`config.mk`:
```
export PLATFORM = sky130hd
export DESIGN_NAME = scalar_kalman_filter_unit
export DESIGN_NICKNAME = d
export VERILOG_FILES = /design/src/rtl/skf_pkg.sv /design/src/rtl/scalar_kalman_filter_unit.sv /design/src/rtl/skf_alu.sv /design/src/rtl/skf_core.sv
export VERILOG_INCLUDE_DIRS = /design/src /design/src/rtl
export SDC_FILE = /design/constraint.sdc
export NUM_CORES = 1
export LEC_CHECK = 0
export BUFFER_PORTS_ARGS = -buffer_cell sky130_fd_sc_hd__buf_2
export CAP_MARGIN = 0
export CORE_ASPECT_RATIO = 1.75
export CORE_UTILIZATION = 44
export CTS_BUF_LIST = sky130_fd_sc_hd__clkbuf_4
export DETAILED_ROUTE_END_ITERATION = 10
export PLACE_DENSITY = 0.58
export SETUP_SLACK_MARGIN = 0.4
export SYNTH_ARGS = -nofsm -noshare
export SYNTH_HDL_FRONTEND = slang
export SYNTH_SLANG_ARGS = --single-unit
```
`constraint.sdc`:
```
create_clock -name clk -period 8.6 [get_ports clk]
set_clock_uncertainty 0.05 [all_clocks]
set_input_delay 0.43 -clock clk [delete_from_list [all_inputs] [get_ports clk]]
set_output_delay 0.43 -clock clk [all_outputs]
set_load 0.02 [all_outputs]
```
`src/rtl/assert_macros.svh`:
```
// assertion helpers, clocked on the rising edge and held off during reset
`ifndef ASSERT_MACROS_SVH
`define ASSERT_MACROS_SVH

`define ASSERT_SAME(lbl, clk, rst_n, ante, cons) \
	lbl: assert property (@(posedge clk) disable iff (!rst_n) (ante) |-> (cons)) \
		else $error("assertion failed: same-cycle implication");

`define ASSERT_NEXT(lbl, clk, rst_n, ante, cons) \
	lbl: assert property (@(posedge clk) disable iff (!rst_n) (ante) |=> (cons)) \
		else $error("assertion failed: next-cycle implication");

`endif

```
`src/rtl/skf_pkg.sv`:
```
package skf_pkg;

	localparam int FRAC_BITS = 16;
	localparam int GAIN_BITS = 16;
	localparam int DATA_W    = 32;
	localparam int NOISE_W   = 31;
	localparam int DEN_W     = DATA_W + 1;
	localparam int REM_W     = DATA_W + 2;
	localparam int GAIN_W    = GAIN_BITS + 1;
	localparam int ALU_W     = DATA_W + GAIN_BITS + 2;
	localparam int CNT_W     = $clog2(GAIN_W);

	localparam logic [DATA_W-1:0]  COV_RESET = DATA_W'(1) << FRAC_BITS;
	localparam logic [GAIN_W-1:0]  GAIN_ONE  = GAIN_W'(1) << GAIN_BITS;
	localparam logic [CNT_W-1:0]   LAST_BIT  = CNT_W'(GAIN_BITS);
	localparam logic [NOISE_W-1:0] PROCESS_NOISE_RESET     = NOISE_W'(65536);
	localparam logic [NOISE_W-1:0] MEASUREMENT_NOISE_RESET = NOISE_W'(983040);

	typedef logic [0:0] cfg_idx_t;
	localparam cfg_idx_t REG_PROCESS_NOISE     = 1'b0;
	localparam cfg_idx_t REG_MEASUREMENT_NOISE = 1'b1;

	typedef struct packed {
		logic [NOISE_W-1:0] process_noise;
		logic [NOISE_W-1:0] measurement_noise;
	} skf_cfg_t;

	typedef struct packed {
		logic [ALU_W-1:0] a;
		logic [ALU_W-1:0] b;
		logic             sub;
	} skf_alu_op_t;

endpackage

```
`src/rtl/scalar_kalman_filter_unit.sv`:
```
// channel     dir  handshake                     payload
// s_axis      in   s_axis_tvalid/s_axis_tready   tdata: measurement
// m_axis      out  m_axis_tvalid/m_axis_tready   tdata: estimate
// cfg         in   cfg_valid/cfg_ready           cfg_index, cfg_data
//
// One word is taken at a time, only while the core is idle; the steps run on the shared
// adder: 17 divide steps for the gain, 17 shift-add steps each for the two products.
// The result is held in an output register.
// A stalled result holds the unit in its last step; cfg is always ready.
// After reset: estimate 0, covariance 1.0, noise registers at their defaults.
module scalar_kalman_filter_unit (
	input  logic                            clk,
	input  logic                            arst_n,
	input  logic                            s_axis_tvalid,
	output logic                            s_axis_tready,
	input  logic [skf_pkg::DATA_W-1:0]      s_axis_tdata,   // [31:0] measurement
	output logic                            m_axis_tvalid,
	input  logic                            m_axis_tready,
	output logic [skf_pkg::DATA_W-1:0]      m_axis_tdata,   // [31:0] estimate
	input  logic                            cfg_valid,
	output logic                            cfg_ready,
	input  skf_pkg::cfg_idx_t               cfg_index,
	input  logic [skf_pkg::DATA_W-1:0]      cfg_data
);
	import skf_pkg::*;

	skf_cfg_t cfg_q;
	logic     core_idle;

	assign cfg_ready = 1'b1;

	always_ff @(posedge clk or negedge arst_n) begin
		if (!arst_n) begin
			cfg_q.process_noise     <= PROCESS_NOISE_RESET;
			cfg_q.measurement_noise <= MEASUREMENT_NOISE_RESET;
		end else if (cfg_valid) begin
			case (cfg_index)
				REG_PROCESS_NOISE:     cfg_q.process_noise     <= cfg_data[NOISE_W-1:0];
				REG_MEASUREMENT_NOISE: cfg_q.measurement_noise <= cfg_data[NOISE_W-1:0];
				default: ;
			endcase
		end
	end

	assign s_axis_tready = core_idle;

	skf_core u_core (
		.clk       (clk),
		.arst_n    (arst_n),
		.start     (s_axis_tvalid),
		.meas      (s_axis_tdata),
		.cfg       (cfg_q),
		.idle      (core_idle),
		.out_valid (m_axis_tvalid),
		.out_ready (m_axis_tready),
		.out_data  (m_axis_tdata)
	);

endmodule

```
`src/rtl/skf_alu.sv`:
```
module skf_alu (
	input  skf_pkg::skf_alu_op_t       op,
	output logic [skf_pkg::ALU_W-1:0]  sum,
	output logic                       carry
);
	import skf_pkg::*;

	logic [ALU_W:0] full;

	// carry out of a subtract is set when a >= b (unsigned)
	assign full  = {1'b0, op.a} + {1'b0, op.b ^ {ALU_W{op.sub}}} + {{ALU_W{1'b0}}, op.sub};
	assign sum   = full[ALU_W-1:0];
	assign carry = full[ALU_W];

endmodule

```
`src/rtl/skf_core.sv`:
```
module skf_core (
	input  logic                         clk,
	input  logic                         arst_n,
	input  logic                         start,
	input  logic [skf_pkg::DATA_W-1:0]   meas,
	input  skf_pkg::skf_cfg_t            cfg,
	output logic                         idle,
	output logic                         out_valid,
	input  logic                         out_ready,
	output logic [skf_pkg::DATA_W-1:0]   out_data
);
	import skf_pkg::*;

	`include "assert_macros.svh"

	typedef enum logic [3:0] {
		S_IDLE, S_PRED, S_DEN, S_INNOV, S_DIV, S_GAIN,
		S_MUL_X, S_EST, S_MUL_P, S_COV, S_DONE
	} state_t;

	state_t             state_q;
	logic [CNT_W-1:0]   cnt_q;
	logic [DATA_W-1:0]  est_q;
	logic [DATA_W-1:0]  cov_q;
	logic               out_valid_q;
	logic [DATA_W-1:0]  out_data_q;

	logic [DATA_W-1:0]  meas_q;
	logic [DATA_W-1:0]  p_q;
	logic [DEN_W-1:0]   den_q;
	logic [REM_W-1:0]   rem_q;
	logic [GAIN_W-1:0]  k_q;
	logic [GAIN_W-1:0]  gk_q;
	logic [GAIN_W-1:0]  mplier_q;
	logic [ALU_W-1:0]   mcand_q;
	logic [ALU_W-1:0]   acc_q;

	skf_alu_op_t        alu_op;
	logic [ALU_W-1:0]   alu_sum;
	logic               alu_carry;
	logic [REM_W-1:0]   div_trial;
	logic [GAIN_W-1:0]  k_fin;
	logic               out_free;

	skf_alu u_alu (
		.op    (alu_op),
		.sum   (alu_sum),
		.carry (alu_carry)
	);

	assign div_trial = (cnt_q == LAST_BIT) ? rem_q : {rem_q[REM_W-2:0], 1'b0};
	assign k_fin     = (den_q == '0) ? GAIN_ONE : k_q;
	assign out_free  = !out_valid_q || out_ready;

	always_comb begin
		alu_op = '0;
		case (state_q)
			S_PRED: begin
				alu_op.a = ALU_W'(cov_q);
				alu_op.b = ALU_W'(cfg.process_noise);
			end
			S_DEN: begin
				alu_op.a = ALU_W'(p_q);
				alu_op.b = ALU_W'(cfg.measurement_noise);
			end
			S_INNOV: begin
				alu_op.a   = {{(ALU_W-DATA_W){meas_q[DATA_W-1]}}, meas_q};
				alu_op.b   = {{(ALU_W-DATA_W){est_q[DATA_W-1]}}, est_q};
				alu_op.sub = 1'b1;
			end
			S_DIV: begin
				alu_op.a   = ALU_W'(div_trial);
				alu_op.b   = ALU_W'(den_q);
				alu_op.sub = 1'b1;
			end
			S_GAIN: begin
				alu_op.a   = ALU_W'(GAIN_ONE);
				alu_op.b   = ALU_W'(k_fin);
				alu_op.sub = 1'b1;
			end
			S_MUL_X, S_MUL_P: begin
				alu_op.a = acc_q;
				alu_op.b = mplier_q[0] ? mcand_q : '0;
			end
			S_EST: begin
				// floor of acc / 2^GAIN_BITS
				alu_op.a = {{(ALU_W-DATA_W){est_q[DATA_W-1]}}, est_q};
				alu_op.b = {{GAIN_BITS{acc_q[ALU_W-1]}}, acc_q[ALU_W-1:GAIN_BITS]};
			end
			default: alu_op = '0;
		endcase
	end

	always_ff @(posedge clk or negedge arst_n) begin
		if (!arst_n) begin
			state_q     <= S_IDLE;
			cnt_q       <= '0;
			est_q       <= '0;
			cov_q       <= COV_RESET;
			out_valid_q <= 1'b0;
			out_data_q  <= '0;
		end else begin
			if (state_q == S_DONE && out_free)
				out_valid_q <= 1'b1;
			else if (out_ready)
				out_valid_q <= 1'b0;
			case (state_q)
				S_IDLE: begin
					if (start)
						state_q <= S_PRED;
				end
				S_PRED:  state_q <= S_DEN;
				S_DEN:   state_q <= S_INNOV;
				S_INNOV: begin
					cnt_q   <= LAST_BIT;
					state_q <= S_DIV;
				end
				S_DIV: begin
					cnt_q <= cnt_q - 1'b1;
					if (cnt_q == '0)
						state_q <= S_GAIN;
				end
				S_GAIN: begin
					cnt_q   <= LAST_BIT;
					state_q <= S_MUL_X;
				end
				S_MUL_X: begin
					cnt_q <= cnt_q - 1'b1;
					if (cnt_q == '0)
						state_q <= S_EST;
				end
				S_EST: begin
					est_q   <= alu_sum[DATA_W-1:0];
					cnt_q   <= LAST_BIT;
					state_q <= S_MUL_P;
				end
				S_MUL_P: begin
					cnt_q <= cnt_q - 1'b1;
					if (cnt_q == '0)
						state_q <= S_COV;
				end
				S_COV: begin
					cov_q   <= acc_q[DATA_W+GAIN_BITS-1:GAIN_BITS];
					state_q <= S_DONE;
				end
				S_DONE: begin
					if (out_free) begin
						out_data_q  <= est_q;
						state_q     <= S_IDLE;
					end
				end
				default: state_q <= S_IDLE;
			endcase
		end
	end

	always_ff @(posedge clk) begin
		case (state_q)
			S_IDLE: begin
				if (start)
					meas_q <= meas;
			end
			S_PRED: p_q <= alu_sum[DATA_W] ? '1 : alu_sum[DATA_W-1:0];
			S_DEN: begin
				den_q <= alu_sum[DEN_W-1:0];
				rem_q <= REM_W'(p_q);
			end
			S_INNOV: mcand_q <= alu_sum;
			S_DIV: begin
				rem_q <= alu_carry ? alu_sum[REM_W-1:0] : div_trial;
				k_q   <= {k_q[GAIN_W-2:0], alu_carry};
			end
			S_GAIN: begin
				k_q      <= k_fin;
				gk_q     <= alu_sum[GAIN_W-1:0];
				mplier_q <= k_fin;
				acc_q    <= '0;
			end
			S_MUL_X, S_MUL_P: begin
				acc_q    <= alu_sum;
				mcand_q  <= {mcand_q[ALU_W-2:0], 1'b0};
				mplier_q <= {1'b0, mplier_q[GAIN_W-1:1]};
			end
			S_EST: begin
				mcand_q  <= ALU_W'(p_q);
				mplier_q <= gk_q;
				acc_q    <= '0;
			end
			default: ;
		endcase
	end

	assign idle      = (state_q == S_IDLE);
	assign out_valid = out_valid_q;
	assign out_data  = out_data_q;

	`ASSERT_NEXT(a_start_leaves_idle, clk, arst_n, start && state_q == S_IDLE, state_q == S_PRED)
	`ASSERT_SAME(a_gain_bounded, clk, arst_n, state_q == S_MUL_X, k_q <= GAIN_ONE)
	`ASSERT_SAME(a_cov_not_grown, clk, arst_n, state_q == S_COV, acc_q[ALU_W-1:GAIN_BITS] <= (ALU_W-GAIN_BITS)'(p_q))
	`ASSERT_NEXT(a_done_posts_word, clk, arst_n, state_q == S_DONE && out_free, out_valid_q && state_q == S_IDLE)

endmodule
```
==> metrics.md <==
| Metric | Value |
|---|---|
| Setup_tns | `0 ns` |
| Clock Tree Root | `clkbuf_4` |
| Drt wl/cell | `25.5 µm` |
| Synth Flop Type | `edfxtp_1` |
| Pins over their slew limit | `0` |
| Max frequency | `142 MHz` |
| Status | `completed` |
| Worst Path Buf+Inv | `2` |
| Number of buffers added for setup after CTS | `0` |
| Max FO, Critical Path | `24` |
| Post-DP HPWL | `51400 µm` |
| Rel. slew slack | `23.7%` |
| Library cells used by synthesis | `73` |
| Worst Reg-to-Reg Cells | `18` |
| Total grt overflow | `0` |
| CTS sink cnt | `450` |
| # DRC | `0` |
| R2R setup slack | `1.56 ns` |
| Register area | `0.0127 mm²` |
| Post-cts sizing count | `0` |
| Yosys warnings | `0` |
| Core area | `slightly above 0.05 mm²` |
| Unrepaired setup endpoints after global routing | `false` |
| Drt first pass iters | `6` |
| Number of synthesized flops with an enable pin | `282` |
| Fraction of registers with async set/reset | `37.3%` |
| Clock Tree Buf Depth | `3` |
| Area grow syn2layout | `15.5%` |
| # fillers | `between 4k and 5k` |
| #FFs+latches synth | `450` |
| Routed wire length | `between 70000 and 80000 µm` |
| Max-cap viol count | `0` |
| ANT nets after route | `0` |
| Critical path arrival | `between 7 and 8 ns` |
| Critical R2R Capture | `u_core.mcand_q[26]` |
| Worst path max stage delay | `between 0.8 and 0.9 ns` |
| CP most frequent cell | `o21ai_0` |
| Num rows | `110` |
| Die Area | `0.0530 mm²` |
| Tightest Pin Transition | `1.14 ns` |
| Via count | `18.1k` |
| Final min period | `7.04 ns` |
| DRT iter0 DRCs | `between 1k and 1.5k` |
| Final setup vio count | `0` |
| Data required time of the critical path | `9.15 ns` |
| TritonCTS clock tree | `built` |
| Area of the multi-input gates | `~0.0096 mm²` |
| GPL Wtd Cong | `0.936` |
| CP max-delay cell | `dfrtp_1` |
| Seq/Total Area, Yosys | `between 50 and 60%` |
| Largest net degree at the start of global routing | `96` |
| R2r startpoint | `u_core.state_q[3]` |
| Initial antenna violation count | `2` |
| Syn_area_per_cell | `11.4 µm²` |
| Critical-path cell list | `or4b_1 -> a21boi_4 -> buf_4 -> a211o_1 -> a31o_2 -> mux2_2 -> fa_1 -> a21o_1 -> a221oi_1 -> o21ai_0 -> a211oi_1 -> o21ai_0 -> o41a_1 -> a21oi_1 -> o21ai_0 -> xnor2_1 -> buf_4 -> o21ai_0` |
| Hold crit path type | `input port to async pin` |
| Syn Nets | `2132` |
| Worst-Skew Late Latency | `about 0.9 ns` |
| Crit end category | `register` |
| Fin crit share | `about four fifths` |
| Total track usage | `28.9%` |
| Die Wd | `around 170 µm` |
| Port bufs | `102` |
| Die H | `304 µm` |
| Critical path class | `register to register` |
| Depth of the CTS H-tree | `3` |
| Final hold violations | `0` |
| Startpoint class of the critical path | `register` |
| Effective utilization at floorplan | `44.6%` |
| Vias in the first global route | `18.7k` |
| Crit-path leading delay family | `compound AO/OA/AOI/OAI gates` |
| Avg Vias per Cell | `6.11` |
| Nets@finish | `2319` |
| Post-Syn Area | `0.0229 mm²` |
| Worst-path clk slew | `0.08 ns` |
| Layout cells sized above 1 | `a little under a quarter` |
| First-pass GRT wire length | `114000 µm` |
| # IOs | `105` |
| Syn Inst Count | `2010` |
| CTS Buf Count | `108` |
[layout by cell type (no fill, tap or decap), types with 51 or more instances in the layout]
cell           Yosys  final
edfxtp_1         282    282
nand2_1          232    231
clkbuf_4           0    178
dfrtp_1          162    162
mux2_2           159    159
o21ai_0          121    121
a21oi_1          104    103
buf_2              6    101
a22oi_1           91     91
nor2_1            93     90
dlygate4sd3_1      0     66
inv_1             60     60
a221oi_1          51     51
nand3_1           55     51
ha_1              51     51
[through the flow]
stage	worst slack [ns]	instances	instance area [µm²]	hold slack, ns	utilization [%]
after floorplan	2.45	2010	22900	0.0844	-
after global placement	1.70	2693	24300	0.432	47.3
after detailed placement	1.70	2693	24300	0.440	47.3
after CTS	1.65	2962	26400	0.101	51.5
after global routing	1.24	2965	26400	0.118	51.5
final	1.56	2965	26400	0.0884	51.5
[synthesized netlist by cell type (all sizes together), types with 24 or more instances]
cell type  count  area [µm²]
edfxtp       282        8470
nand2        233         877
dfrtp        162        4050
mux2         159        1790
o21ai        124         628
clkbuf       118         443
a21oi        104         521
nor2          93         349
a22oi         91         683
inv           60         225
nand3         55         275
a221oi        51         447
ha            51         638
a21o          50         375
a22o          45         394
xnor2         42         368
o221ai        28         245
xor2          24         210
[registers in the layout, summed over array words and instances, names as in the netlist]
register	count
u_core.k_q	17
u_core.state_q	4
u_core.rem_q	34
u_core.den_q	33
u_core.est_q	32
u_core.cnt_q	5
u_core.out_valid	1
u_core.gk_q	17
u_core.mplier_q	17
u_core.out_data	32
u_core.p_q	32
cfg_q	62
u_core.cov_q	32
u_core.mcand_q	50
u_core.acc_q	50
u_core.meas_q	32
[layer usage]
metal  up-vias  share of wire [%]  GRT usage [%]
li1       8109                  -              -
met1      9048                 35           31.2
met2       761                 53           52.6
met3       195                5.6           4.48
met4         0                5.9           17.0
met5         -                  0              0
[kinds of logic (layout without fill, tap and decap cells)]
| kind of cell | count (synthesis) | count (layout) | synth area share, % |
|---|---|---|---|
| compound gates | 594 | 594 | 18.3 |
| buf+inv | 201 | 481 | 3.35 |
| flops | 450 | 450 | 55.4 |
| fa+ha+maj | 52 | 52 | 2.88 |
| mux | 167 | 167 | 8.17 |
| other cells | 1 | 4 | 0.0164 |
| xor+xnor | 66 | 66 | 2.53 |
| simple gates | 479 | 479 | 9.36 |
[timing repair]
item,4_1_cts,5_1_grt
setup endpoints to repair,0,0
hold buffers,66,0
endpoints found under the hold margin,175,0
[layout make-up]
class | instances | area share [%]
sequential | 450 | 48.0
multi-input combinational | 1359 | 36.2
timing repair buffer | 218 | 6.12
clock buffer | 178 | 5.05
tap | 672 | 3.18
inverter | 60 | 0.852
clock inverter | 25 | 0.582
antenna | 3 | 0.0284
[how the worst max path moves through the flow]
stage                            startpoint                  to  slack [ns]  cells after the start
after floorplan           u_core.state_q[1]    u_core.rem_q[11]        2.45                     21
after global placement    u_core.state_q[0]    u_core.rem_q[32]        1.70                     18
after detailed placement  u_core.state_q[2]    u_core.rem_q[25]        1.70                     19
after CTS                 u_core.state_q[3]    u_core.rem_q[22]        1.65                     16
after global routing      u_core.state_q[2]    u_core.rem_q[31]        1.24                     21
final                     u_core.state_q[3]  u_core.mcand_q[26]        1.56                     18
[worst reg2reg max path, delay by kind of cell (launching register included)]
kind | cells | cell delay [ns]
adders and majority gates | 1 | 0.42
DFF | 1 | 0.82
xor gates and xnor gates | 1 | 0.19
muxes | 1 | 0.37
and+or+nand+nor | 1 | 0.76
AOI/OAI and AO/OA | 12 | 3.66
buffers and inverters | 2 | 0.52
Power is left out: the tool's default activity adds up to more than one toggle a clock period on the data nets, which glitch-free logic cannot reach.
